==> src/sv/fkg_pkg.sv <==
`timescale 1ns / 1ps
// Shared types for the fractional knapsack block: controller states and the
// command/status structs between controller and datapath. No dependencies.
package fkg_pkg;

   localparam int CostW  = 16;
   localparam int ValW   = 16;
   localparam int CapW   = 14;
   localparam int TotalW = 30;
   localparam int ProdW  = 32;
   localparam int QuotW  = 24;   // part < value * 256
   localparam int DivCntW = 5;
   localparam logic [DivCntW-1:0] DivSteps = 5'd24;
   localparam logic [7:0] FracZero = 8'h00;

   localparam logic STATUS_OK  = 1'b0;
   localparam logic STATUS_ERR = 1'b1;

   typedef enum logic [3:0] {
      ST_IDLE,
      ST_ITEM,
      ST_INS_RD,
      ST_INS_MUL,
      ST_INS_CMP,
      ST_EVAL,
      ST_SC_RD,
      ST_SC_CHK,
      ST_DIV_INIT,
      ST_DIV,
      ST_FIN
   } state_type;

   typedef struct packed {
      logic load;       // capture request beat
      logic ins_new;    // write new item at insertion slot, bump count
      logic ins_shift;  // move read entry up one slot
      logic rd_ins;     // read entry below insertion slot
      logic mul_ins;    // cross products for density compare
      logic scan_init;  // clear greedy accumulators
      logic rd_scan;    // read sorted entry at scan index
      logic take;       // take whole item
      logic mul_part;   // value * remaining capacity
      logic div_init;
      logic div_step;
      logic emit_ok;
      logic emit_err;
   } cmd_type;

   typedef struct packed {
      logic j_zero;
      logic denser;
      logic drop;
      logic last;
      logic bad;
      logic scan_end;
      logic fits;
      logic div_last;
   } stat_type;

endpackage

==> src/sv/fkg_ctrl.sv <==
`timescale 1ns / 1ps
// Controller for the fractional knapsack block: sequences insertion sort,
// greedy scan and the fractional divide. Depends on fkg_pkg.
module fkg_ctrl (
   input  logic              clock,
   input  logic              reset,
   input  logic              start,
   output logic              busy,
   input  fkg_pkg::stat_type stat,
   output fkg_pkg::cmd_type  cmd
);

   fkg_pkg::state_type state_ff, state_in;

   // state register
   always_ff @(posedge clock) begin
      if (reset) begin
         state_ff <= fkg_pkg::ST_IDLE;
      end else begin
         state_ff <= state_in;
      end
   end

   // next state
   always_comb begin
      state_in = state_ff;
      unique case (state_ff)
         fkg_pkg::ST_IDLE:     if (start) state_in = fkg_pkg::ST_ITEM;
         fkg_pkg::ST_ITEM: begin
            if (stat.drop || stat.j_zero) begin
               state_in = stat.last ? fkg_pkg::ST_EVAL : fkg_pkg::ST_IDLE;
            end else begin
               state_in = fkg_pkg::ST_INS_RD;
            end
         end
         fkg_pkg::ST_INS_RD:   state_in = fkg_pkg::ST_INS_MUL;
         fkg_pkg::ST_INS_MUL:  state_in = fkg_pkg::ST_INS_CMP;
         fkg_pkg::ST_INS_CMP: begin
            if (stat.denser) begin
               state_in = fkg_pkg::ST_ITEM;
            end else begin
               state_in = stat.last ? fkg_pkg::ST_EVAL : fkg_pkg::ST_IDLE;
            end
         end
         fkg_pkg::ST_EVAL:     state_in = stat.bad ? fkg_pkg::ST_IDLE : fkg_pkg::ST_SC_RD;
         fkg_pkg::ST_SC_RD:    state_in = stat.scan_end ? fkg_pkg::ST_FIN : fkg_pkg::ST_SC_CHK;
         fkg_pkg::ST_SC_CHK:   state_in = stat.fits ? fkg_pkg::ST_SC_RD : fkg_pkg::ST_DIV_INIT;
         fkg_pkg::ST_DIV_INIT: state_in = fkg_pkg::ST_DIV;
         fkg_pkg::ST_DIV:      if (stat.div_last) state_in = fkg_pkg::ST_FIN;
         fkg_pkg::ST_FIN:      state_in = fkg_pkg::ST_IDLE;
         default:              state_in = fkg_pkg::ST_IDLE;
      endcase
   end

   // outputs
   always_comb begin
      cmd  = '0;
      busy = (state_ff != fkg_pkg::ST_IDLE);
      unique case (state_ff)
         fkg_pkg::ST_IDLE:     cmd.load = start;
         fkg_pkg::ST_ITEM: begin
            if (!stat.drop) begin
               if (stat.j_zero) cmd.ins_new = 1'b1;
               else             cmd.rd_ins  = 1'b1;
            end
         end
         fkg_pkg::ST_INS_RD:   ;
         fkg_pkg::ST_INS_MUL:  cmd.mul_ins = 1'b1;
         fkg_pkg::ST_INS_CMP: begin
            if (stat.denser) cmd.ins_shift = 1'b1;
            else             cmd.ins_new   = 1'b1;
         end
         fkg_pkg::ST_EVAL: begin
            if (stat.bad) cmd.emit_err  = 1'b1;
            else          cmd.scan_init = 1'b1;
         end
         fkg_pkg::ST_SC_RD:    cmd.rd_scan = !stat.scan_end;
         fkg_pkg::ST_SC_CHK: begin
            if (stat.fits) cmd.take     = 1'b1;
            else           cmd.mul_part = 1'b1;
         end
         fkg_pkg::ST_DIV_INIT: cmd.div_init = 1'b1;
         fkg_pkg::ST_DIV:      cmd.div_step = 1'b1;
         fkg_pkg::ST_FIN:      cmd.emit_ok  = 1'b1;
         default:              ;
      endcase
   end

   // result leaves the sequencer idle
   a_emit_idle: assert property (@(posedge clock) disable iff (reset)
      (cmd.emit_ok || cmd.emit_err) |=> (state_ff == fkg_pkg::ST_IDLE))
      else $error("emit not followed by idle");
   a_load_idle: assert property (@(posedge clock) disable iff (reset)
      cmd.load |-> !busy)
      else $error("load while busy");
   a_one_write: assert property (@(posedge clock) disable iff (reset)
      !(cmd.ins_new && cmd.ins_shift))
      else $error("two writes in one cycle");

endmodule

==> src/sv/fkg_dp.sv <==
`timescale 1ns / 1ps
// Datapath for the fractional knapsack block: sorted item memory, density
// compare, greedy accumulators, restoring divider, result register. Uses fkg_pkg.
module fkg_dp #(
   parameter int MAX_ITEMS = 32
) (
   input  logic                        clock,
   input  logic                        reset,
   input  fkg_pkg::cmd_type            cmd,
   output fkg_pkg::stat_type           stat,
   input  logic [fkg_pkg::CostW-1:0]   req_item_cost,
   input  logic [fkg_pkg::ValW-1:0]    req_item_value,
   input  logic                        req_last_item,
   input  logic                        csr_valid,
   output logic                        csr_ready,
   input  logic [fkg_pkg::CapW-1:0]    csr_wdata,
   output logic                        rsp_strobe,
   output logic [fkg_pkg::TotalW-1:0]  rsp_total_value,
   output logic                        rsp_status
);

   localparam int IdxW   = (MAX_ITEMS > 1) ? $clog2(MAX_ITEMS) : 1;
   localparam int CntW   = $clog2(MAX_ITEMS + 1);
   localparam int WholeW = fkg_pkg::ValW + CntW;
   localparam int TotW   = WholeW + 9;
   localparam int SumW   = (TotW > fkg_pkg::TotalW) ? TotW : fkg_pkg::TotalW + 1;
   localparam int EntW   = fkg_pkg::CostW + fkg_pkg::ValW;
   localparam int UsedW  = fkg_pkg::CapW + 3;

   // item memory, kept in descending density order
   logic [EntW-1:0] mem [MAX_ITEMS];

   logic [fkg_pkg::CostW-1:0]  new_cost_ff, rd_cost_ff;
   logic [fkg_pkg::ValW-1:0]   new_val_ff, rd_val_ff;
   logic                       last_ff, drop_ff;
   logic [IdxW-1:0]            j_ff;
   logic [CntW-1:0]            count_ff, count_in, i_ff;
   logic                       err_ff, err_in;
   logic [fkg_pkg::CapW-1:0]   cap_ff, used_ff, rem_cap;
   logic [fkg_pkg::ProdW-1:0]  lhs_ff, rhs_ff;
   logic [WholeW-1:0]          whole_ff;
   logic [fkg_pkg::CostW-1:0]  rem_ff, rem_in;
   logic [fkg_pkg::QuotW-1:0]  numer_ff;
   logic [fkg_pkg::DivCntW-1:0] dcnt_ff;
   logic [fkg_pkg::CostW:0]    r2, r2_sub;
   logic                       ge;
   logic [IdxW-1:0]            rd_addr;
   logic                       wr_en;
   logic [EntW-1:0]            wr_data;
   logic [UsedW-1:0]           used_sum;
   logic [SumW-1:0]            total;
   logic [fkg_pkg::TotalW-1:0] total_sat;
   logic                       full;

   assign csr_ready = 1'b1;
   assign full = (count_ff == CntW'(MAX_ITEMS));

   // capacity register
   always_ff @(posedge clock) begin
      if (reset) begin
         cap_ff <= '0;
      end else if (csr_valid) begin
         cap_ff <= csr_wdata;
      end
   end

   // set bookkeeping
   always_comb begin
      count_in = count_ff;
      err_in   = err_ff;
      if (cmd.load) begin
         err_in = err_ff | full | (req_item_cost == '0);
      end
      if (cmd.ins_new) count_in = count_ff + CntW'(1);
      if (cmd.emit_ok || cmd.emit_err) begin
         count_in = '0;
         err_in   = 1'b0;
      end
   end

   always_ff @(posedge clock) begin
      if (reset) begin
         count_ff <= '0;
         err_ff   <= 1'b0;
      end else begin
         count_ff <= count_in;
         err_ff   <= err_in;
      end
   end

   // request capture and insertion slot
   always_ff @(posedge clock) begin
      if (cmd.load) begin
         new_cost_ff <= req_item_cost;
         new_val_ff  <= req_item_value;
         last_ff     <= req_last_item;
         drop_ff     <= full;
         j_ff        <= count_ff[IdxW-1:0];
      end else if (cmd.ins_shift) begin
         j_ff <= j_ff - IdxW'(1);
      end
   end

   // memory ports
   assign rd_addr = cmd.rd_scan ? i_ff[IdxW-1:0] : (j_ff - IdxW'(1));
   assign wr_en   = cmd.ins_new || cmd.ins_shift;
   assign wr_data = cmd.ins_new ? {new_cost_ff, new_val_ff} : {rd_cost_ff, rd_val_ff};

   always_ff @(posedge clock) begin
      if (wr_en) mem[j_ff] <= wr_data;
   end

   always_ff @(posedge clock) begin
      if (cmd.rd_ins || cmd.rd_scan) {rd_cost_ff, rd_val_ff} <= mem[rd_addr];
   end

   // products: density cross products, or value * remaining capacity
   assign rem_cap = cap_ff - used_ff;
   always_ff @(posedge clock) begin
      if (cmd.mul_ins) begin
         lhs_ff <= new_val_ff * rd_cost_ff;
         rhs_ff <= rd_val_ff * new_cost_ff;
      end else if (cmd.mul_part) begin
         lhs_ff <= fkg_pkg::ProdW'(rd_val_ff) * fkg_pkg::ProdW'(rem_cap);
      end
   end

   // greedy accumulators
   assign used_sum = UsedW'(used_ff) + UsedW'(rd_cost_ff);
   always_ff @(posedge clock) begin
      if (cmd.scan_init) begin
         i_ff     <= '0;
         used_ff  <= '0;
         whole_ff <= '0;
         numer_ff <= '0;
      end else begin
         if (cmd.take) begin
            i_ff     <= i_ff + CntW'(1);
            used_ff  <= used_sum[fkg_pkg::CapW-1:0];
            whole_ff <= whole_ff + WholeW'(rd_val_ff);
         end
         if (cmd.div_init) begin
            numer_ff <= {lhs_ff[15:0], fkg_pkg::FracZero};
         end else if (cmd.div_step) begin
            numer_ff <= {numer_ff[fkg_pkg::QuotW-2:0], ge};
         end
      end
   end

   // restoring divider, one quotient bit a cycle
   assign r2     = {rem_ff, numer_ff[fkg_pkg::QuotW-1]};
   assign r2_sub = r2 - {1'b0, rd_cost_ff};
   assign ge     = (r2 >= {1'b0, rd_cost_ff});
   assign rem_in = ge ? r2_sub[fkg_pkg::CostW-1:0] : r2[fkg_pkg::CostW-1:0];

   always_ff @(posedge clock) begin
      if (cmd.div_init) begin
         rem_ff  <= {2'b00, lhs_ff[29:16]};
         dcnt_ff <= fkg_pkg::DivSteps;
      end else if (cmd.div_step) begin
         rem_ff  <= rem_in;
         dcnt_ff <= dcnt_ff - fkg_pkg::DivCntW'(1);
      end
   end

   // total with saturation
   assign total     = SumW'({whole_ff, fkg_pkg::FracZero}) + SumW'(numer_ff);
   assign total_sat = (|total[SumW-1:fkg_pkg::TotalW]) ? '1 : total[fkg_pkg::TotalW-1:0];

   // result register
   always_ff @(posedge clock) begin
      if (reset) begin
         rsp_strobe <= 1'b0;
      end else begin
         rsp_strobe <= cmd.emit_ok || cmd.emit_err;
      end
   end

   always_ff @(posedge clock) begin
      if (cmd.emit_err) begin
         rsp_total_value <= '0;
         rsp_status      <= fkg_pkg::STATUS_ERR;
      end else if (cmd.emit_ok) begin
         rsp_total_value <= total_sat;
         rsp_status      <= fkg_pkg::STATUS_OK;
      end
   end

   // status to controller
   assign stat.j_zero   = (j_ff == '0);
   assign stat.denser   = (lhs_ff > rhs_ff);
   assign stat.drop     = drop_ff;
   assign stat.last     = last_ff;
   assign stat.bad      = err_ff || (cap_ff == '0);
   assign stat.scan_end = (i_ff == count_ff);
   assign stat.fits     = (used_sum <= UsedW'(cap_ff));
   assign stat.div_last = (dcnt_ff == fkg_pkg::DivCntW'(1));

   a_count_max: assert property (@(posedge clock) disable iff (reset)
      count_ff <= CntW'(MAX_ITEMS))
      else $error("item count beyond store depth");
   a_single_beat: assert property (@(posedge clock) disable iff (reset)
      rsp_strobe |=> !rsp_strobe)
      else $error("two result beats in a row");
   a_err_zero: assert property (@(posedge clock) disable iff (reset)
      (rsp_strobe && rsp_status == fkg_pkg::STATUS_ERR) |-> (rsp_total_value == '0))
      else $error("error beat with nonzero total");

endmodule

==> src/sv/fractional_knapsack_greedy.sv <==
`timescale 1ns / 1ps
// Fractional knapsack, greedy by value density: top level.
// Depends on fkg_pkg, fkg_ctrl, fkg_dp.
//
// Usage: write the capacity on the csr_ channel (always ready) while idle.
// Present one item per beat on req_item_cost / req_item_value with start;
// an item is taken at a clock edge with start high and busy low. The beat
// with req_last_item high closes the set and produces one result beat:
// rsp_strobe high for exactly one cycle with rsp_total_value (8 fraction
// bits, truncated, saturated) and rsp_status (1 on zero capacity, zero
// cost or too many items). The receiver cannot stall; the result is lost
// if not sampled in that cycle.
// Timing: each item is inserted into the sorted store as it arrives,
// walking down past each less dense entry with a read, a multiply and a
// compare per entry compared; busy stays high until the item is placed,
// so the next item waits. The last item then goes through evaluate, the
// greedy scan (a read and a check per item taken), for a partly taken item
// a read and a check plus the divider (setup and 24 quotient bits), the
// finish state, and the result beat in the cycle after. An error set gives
// its result beat in the cycle after evaluate.
// Reset clears the set, the capacity and the result strobe; the store is
// not cleared, only entries written in the current set are read.
module fractional_knapsack_greedy #(
   parameter int MAX_ITEMS = 32
) (
   input  logic                        clock,
   input  logic                        reset,
   input  logic                        start,
   output logic                        busy,
   input  logic [fkg_pkg::CostW-1:0]   req_item_cost,
   input  logic [fkg_pkg::ValW-1:0]    req_item_value,
   input  logic                        req_last_item,
   input  logic                        csr_valid,
   output logic                        csr_ready,
   input  logic [fkg_pkg::CapW-1:0]    csr_wdata,
   output logic                        rsp_strobe,
   output logic [fkg_pkg::TotalW-1:0]  rsp_total_value,
   output logic                        rsp_status
);

   fkg_pkg::cmd_type  cmd;
   fkg_pkg::stat_type stat;

   // sequencer
   fkg_ctrl u_ctrl (
      .clock (clock),
      .reset (reset),
      .start (start),
      .busy  (busy),
      .stat  (stat),
      .cmd   (cmd)
   );

   // datapath
   fkg_dp #(
      .MAX_ITEMS (MAX_ITEMS)
   ) u_dp (
      .clock           (clock),
      .reset           (reset),
      .cmd             (cmd),
      .stat            (stat),
      .req_item_cost   (req_item_cost),
      .req_item_value  (req_item_value),
      .req_last_item   (req_last_item),
      .csr_valid       (csr_valid),
      .csr_ready       (csr_ready),
      .csr_wdata       (csr_wdata),
      .rsp_strobe      (rsp_strobe),
      .rsp_total_value (rsp_total_value),
      .rsp_status      (rsp_status)
   );

endmodule

==> config.mk <==
export PLATFORM = sky130hd
export DESIGN_NAME = fractional_knapsack_greedy
export DESIGN_NICKNAME = d
export VERILOG_FILES = /design/src/sv/fkg_pkg.sv /design/src/sv/fkg_ctrl.sv /design/src/sv/fkg_dp.sv /design/src/sv/fractional_knapsack_greedy.sv
export SDC_FILE = /design/constraint.sdc
export NUM_CORES = 2
export LEC_CHECK = 0
export BUFFER_PORTS_ARGS = -buffer_cell sky130_fd_sc_hd__buf_2
export CAP_MARGIN = 10
export CELL_PAD_IN_SITES_DETAIL_PLACEMENT = 2
export CELL_PAD_IN_SITES_GLOBAL_PLACEMENT = 2
export CORE_ASPECT_RATIO = 0.9
export CORE_MARGIN = 10
export CORE_UTILIZATION = 48
export CTS_BUF_LIST = sky130_fd_sc_hd__clkbuf_16
export CTS_CLUSTER_DIAMETER = 60
export DETAILED_ROUTE_END_ITERATION = 10
export PLACE_DENSITY = 0.9
export SYNTH_ARGS = -nofsm -noshare
export SYNTH_HDL_FRONTEND = slang
export SYNTH_SLANG_ARGS = --single-unit
export TNS_END_PERCENT = 50
==> constraint.sdc <==
create_clock -name clock -period 16.45 [get_ports clock]
set_clock_uncertainty 0.05 [all_clocks]
set_input_delay 4.1125 -clock clock [delete_from_list [all_inputs] [get_ports clock]]
set_output_delay 4.1125 -clock clock [all_outputs]
set_load 0.05 [all_outputs]
==> results of run 1 <==
cells in the mapped netlist, types with 9 or more instances:
cell	count
nor2_1	200
nor4_1	47
xor2_1	41
and2_1	236
buf_1	16
mux2_2	23
and3_1	25
a32oi_1	128
ha_1	432
nor3_1	32
a31oi_1	149
inv_1	746
o21ai_0	145
o21a_1	39
o21bai_1	16
a211oi_1	47
nand4_1	19
or3_1	16
nor2b_1	43
clkbuf_1	234
nand2_1	1433
buf_4	19
a21o_1	66
dfxtp_1	130
nand2b_1	64
mux2i_1	188
o221a_2	12
o211ai_1	15
nand3_1	306
xnor2_1	95
fa_1	558
buf_2	99
o31ai_1	9
a21oi_1	204
edfxtp_1	1173
stage by stage:
stage | instances | worst slack, ns | hold slack, ns
after CTS | 9468 | 6.540 | 0.4181
after floorplan | 7141 | 8.824 | 0.3891
after detailed placement | 9194 | 7.089 | 0.4094
after global placement | 9194 | 7.783 | 0.3779
logic make-up after synthesis:
group / synth area share [%]
DFF: 47.68
and+or+nand+nor: 13.75
AOI/OAI and AO/OA: 7.752
muxes: 2.760
buffers and inverters: 5.631
other: 0.004727
xor gates and xnor gates: 1.522
adders and majority gates: 20.90
metal layers:
layer | track usage [%] | GRT overflow
met5 | 28.76 | 0
met4 | 60.57 | 1
met3 | 46.61 | 0
met2 | 80.25 | 0
met1 | 63.87 | 1
==> metrics, run 1 <==
synthesized net count 8182; Halt Stage global routing; Mapped Avg Cell Area 11.11 µm²; PortBufs 83; number of buffers created by CTS 150; HPWL after DPL 251.8 mm; synthesis-stage register bit count 1303; Synth Instances 7141; Seq/Total Area, Yosys 47.68%; Total Routing Usage GR 63.30%; grt total ovfl 2; leading area contributor after synthesis edfxtp_1; Synth top area share 44.40%; gpl congestion 0.8745; Rows 141; # IOs 85; synth warn 0; hold buffer count at cts 0; die span in x 448.5 µm; tool error [ERROR GRT-0232] Routing congestion too high. Check the congestion heatmap in the GUI.; H-tree depth 4; top cells by area, synth edfxtp_1 44%, fa_1 14%, ha_1 6.8%; Clock Sinks 1303; initial antenna violation count 96; Post-synth ARST share 0%; CTS Buffer Depth 3; Post-synth EDFFs 1173; status aborted with a tool error; Post-Syn Area 0.07933 mm²; count of cell types in the netlist 89; Synth Flop Type edfxtp_1; Die H 405.7 µm; Post-CTS Setup Bufs 0; PostCTS Resize Cnt 0; largest net degree at the start of global routing 158; placed inst area 0.08235 mm²; CTS root buffer clkbuf_16; Initial Util 48.30%
==> run 2: changes to the inputs <==
- CELL_PAD_IN_SITES_DETAIL_PLACEMENT: 2 -> default
- CELL_PAD_IN_SITES_GLOBAL_PLACEMENT: 2 -> default
- CORE_ASPECT_RATIO: 0.9 -> default
- CORE_UTILIZATION: 48 -> 40
- CTS_BUF_LIST: sky130_fd_sc_hd__clkbuf_16 -> default
- CTS_CLUSTER_DIAMETER: 60 -> default
- PLACE_DENSITY: 0.9 -> default
- PLACE_DENSITY_LB_ADDON: default -> 0.15
==> metrics, run 2 <==
count of cell types in the netlist 89; top cells by area, synth edfxtp_1 44%, fa_1 14%, ha_1 6.8%; vias in the first global route 54430; hold crit path type flop to flop; period utilization 53.56%; Seq/Total Area, Yosys 47.68%; RSZ-0062 raised after global routing no; most common cell after layout, fill and taps aside nand2_1; die span in x 465.3 µm; Post-Syn Area 0.07933 mm²; antenna-violating nets left 0; Initial Util 40.22%; drt first pass iters 6; Post-route DRC 0; biggest regs u_dp.mem x1024, u_dp.lhs_ff x32, u_dp.rhs_ff x32; Synth Flop Type edfxtp_1; Die ar. 0.2165 mm²; RR Startpoint u_dp.used_ff[1]; H-tree depth 4; Via Count 55060; final-layout fill cell count 18450; CTS tree built; synthesis-stage register bit count 1303; R2R Setup Slk 7.64 ns; HPWL after DPL 150.4 mm; worst-margin pin slew 1.242 ns; top post-synthesis cells by count 1433 x nand2_1, 1173 x edfxtp_1, 746 x inv_1, 558 x fa_1, 432 x ha_1; Reg clk slew, reported paths 0.06 ns; crit-path most repeated cell fa_1; core area 0.1972 mm²; CTS root buffer clkbuf_16; largest family of logic cells by synthesized area adder cells; synth warn 0; grt total ovfl 0; initial antenna violation count 11; adder-cell area share of the yosys netlist 20.90%; Max-slew headroom 16.40%; simple-gate share of the synthesized area 13.75%; setup violators final 0; Clock Sinks 1303; vias per inst 5.558; status finished, final reports clean; Critical Path Source Type flop; maximum clock frequency 0.1135 GHz; PortBufs 83; leading area contributor after synthesis edfxtp_1; PostCTS Resize Cnt 0; Synth top area share 44.40%; gpl congestion 0.8673; Arr. time, crit path 9.30 ns; Die H 465.3 µm; largest register by flop count u_dp.mem; slowest CP cell nor3_2; Hold WS 0.4001 ns; largest net degree at the start of global routing 142; Min-Delay Path Depth 2; register area 0.03783 mm²; setup_tns 0 ns; Rows 163; Final Routed Wirelength 244.1 mm; Synth Area in XOR/XNOR 1.522%; HP Start u_dp.rsp_status; Hold Crit Endpoint u_dp.rsp_status; Tmin final 8.811 ns; Worst EP required 16.93 ns; # IOs 85; Max-Cap Viols 0; worst reg2reg path depth 28; count leader, synth nand2_1; Synth Instances 7141; NumNets Final 8189; Mapped Avg Cell Area 11.11 µm²; Slew Viols, Final 0; mux cell area share after synthesis 2.760%; crit path max fanout 16; Total Routing Usage GR 22.05%; first-pass GRT wire length 361.0 mm; complex-gate fraction of the synthesized area 7.752%; most frequent cells in the layout 1432 x nand2_1, 1173 x edfxtp_1, 743 x inv_1, 558 x fa_1, 432 x ha_1; P&R area growth vs syn 10.52%; WL/cell 24.64 µm; CTS Buffer Depth 3; final hold vios 0; share of cells above drive strength 1 7.655%; CP endpoint kind flop; Crit Path Class flop to flop; Post-synth ARST share 0%; area of the multi-input gates 0.03749 mm²; Worst-Skew Late Latency 0.82 ns; Post-CTS Setup Bufs 0; 1st-iter DRT viols 5388; Largest register FFs 1024; synthesized net count 8182; RR Endpoint u_dp.lhs_ff[26]; Final Util 44.46%; number of buffers created by CTS 147; hold buffer count at cts 0; Post-synth EDFFs 1173; Crit path largest cell delay 0.83 ns
-- run 2: worst max-delay path by stage --
stage | slack [ns] | end | cells after the start | from
5_1_grt | 7.21 | u_dp.lhs_ff[26] | 31 | u_dp.used_ff[0]
3_3_place_gp | 7.45 | u_dp.lhs_ff[26] | 30 | u_dp.used_ff[1]
3_5_place_dp | 7.34 | u_dp.lhs_ff[26] | 30 | u_dp.used_ff[1]
2_1_floorplan | 8.82 | u_dp.lhs_ff[26] | 32 | u_dp.cap_ff[0]
6_report | 7.64 | u_dp.lhs_ff[26] | 28 | u_dp.used_ff[1]
4_1_cts | 7.36 | u_dp.lhs_ff[26] | 30 | u_dp.used_ff[1]
-- run 2: final cells by class --
type	count	share of cell area (%)
clock inverters	82	0.8348
multi-input cells	4716	42.76
repair buffers	234	1.832
inverters	746	3.194
flip-flops and latches	1303	43.14
clock buffers	182	4.454
diodes	4	0.01142
well taps	2640	3.767
-- run 2: cell families (layout without fill, tap and decap cells) --
group / after synthesis / count (layout)
flip-flops: 1303 / 1303
other: 1 / 5
adder cells (fa/ha/maj): 990 / 990
XOR/XNOR: 137 / 137
buffers and inverters: 1122 / 1244
AO/OA/AOI/OAI: 919 / 919
multiplexers: 214 / 214
AND/OR/NAND/NOR: 2455 / 2455
-- run 2: critical path, delay by kind of cell, from the launching register on --
kind / cells / cell delay (ns)
xor gates and xnor gates: 1 / 0.16
AOI/OAI and AO/OA: 11 / 2.89
buffers and inverters: 4 / 0.22
and+or+nand+nor: 4 / 1.36
adders and majority gates: 8 / 3.45
DFF: 1 / 0.46
-- run 2: layer usage --
metal | share of wire, % | global-route usage (%) | wire, µm
met5 | 0 | 0 | 0
met4 | 2.7 | 6.581 | 6697
met3 | 6.8 | 3.262 | 16560
met2 | 45 | 34.37 | 111000
met1 | 45 | 31.85 | 109900
-- run 2: through the flow --
step / cell area (µm²) / worst slack (ns) / cells
floorplan: 79330 / 8.824 / 7141
global placement: 83010 / 7.451 / 9637
detailed placement: 83010 / 7.337 / 9637
CTS: 87640 / 7.365 / 9901
global route: 87670 / 7.213 / 9904
finish: 87680 / 7.639 / 9907
Power of run 2 is left out: the tool's default activity adds up to more than one toggle a clock period on the data nets, which glitch-free logic cannot reach.
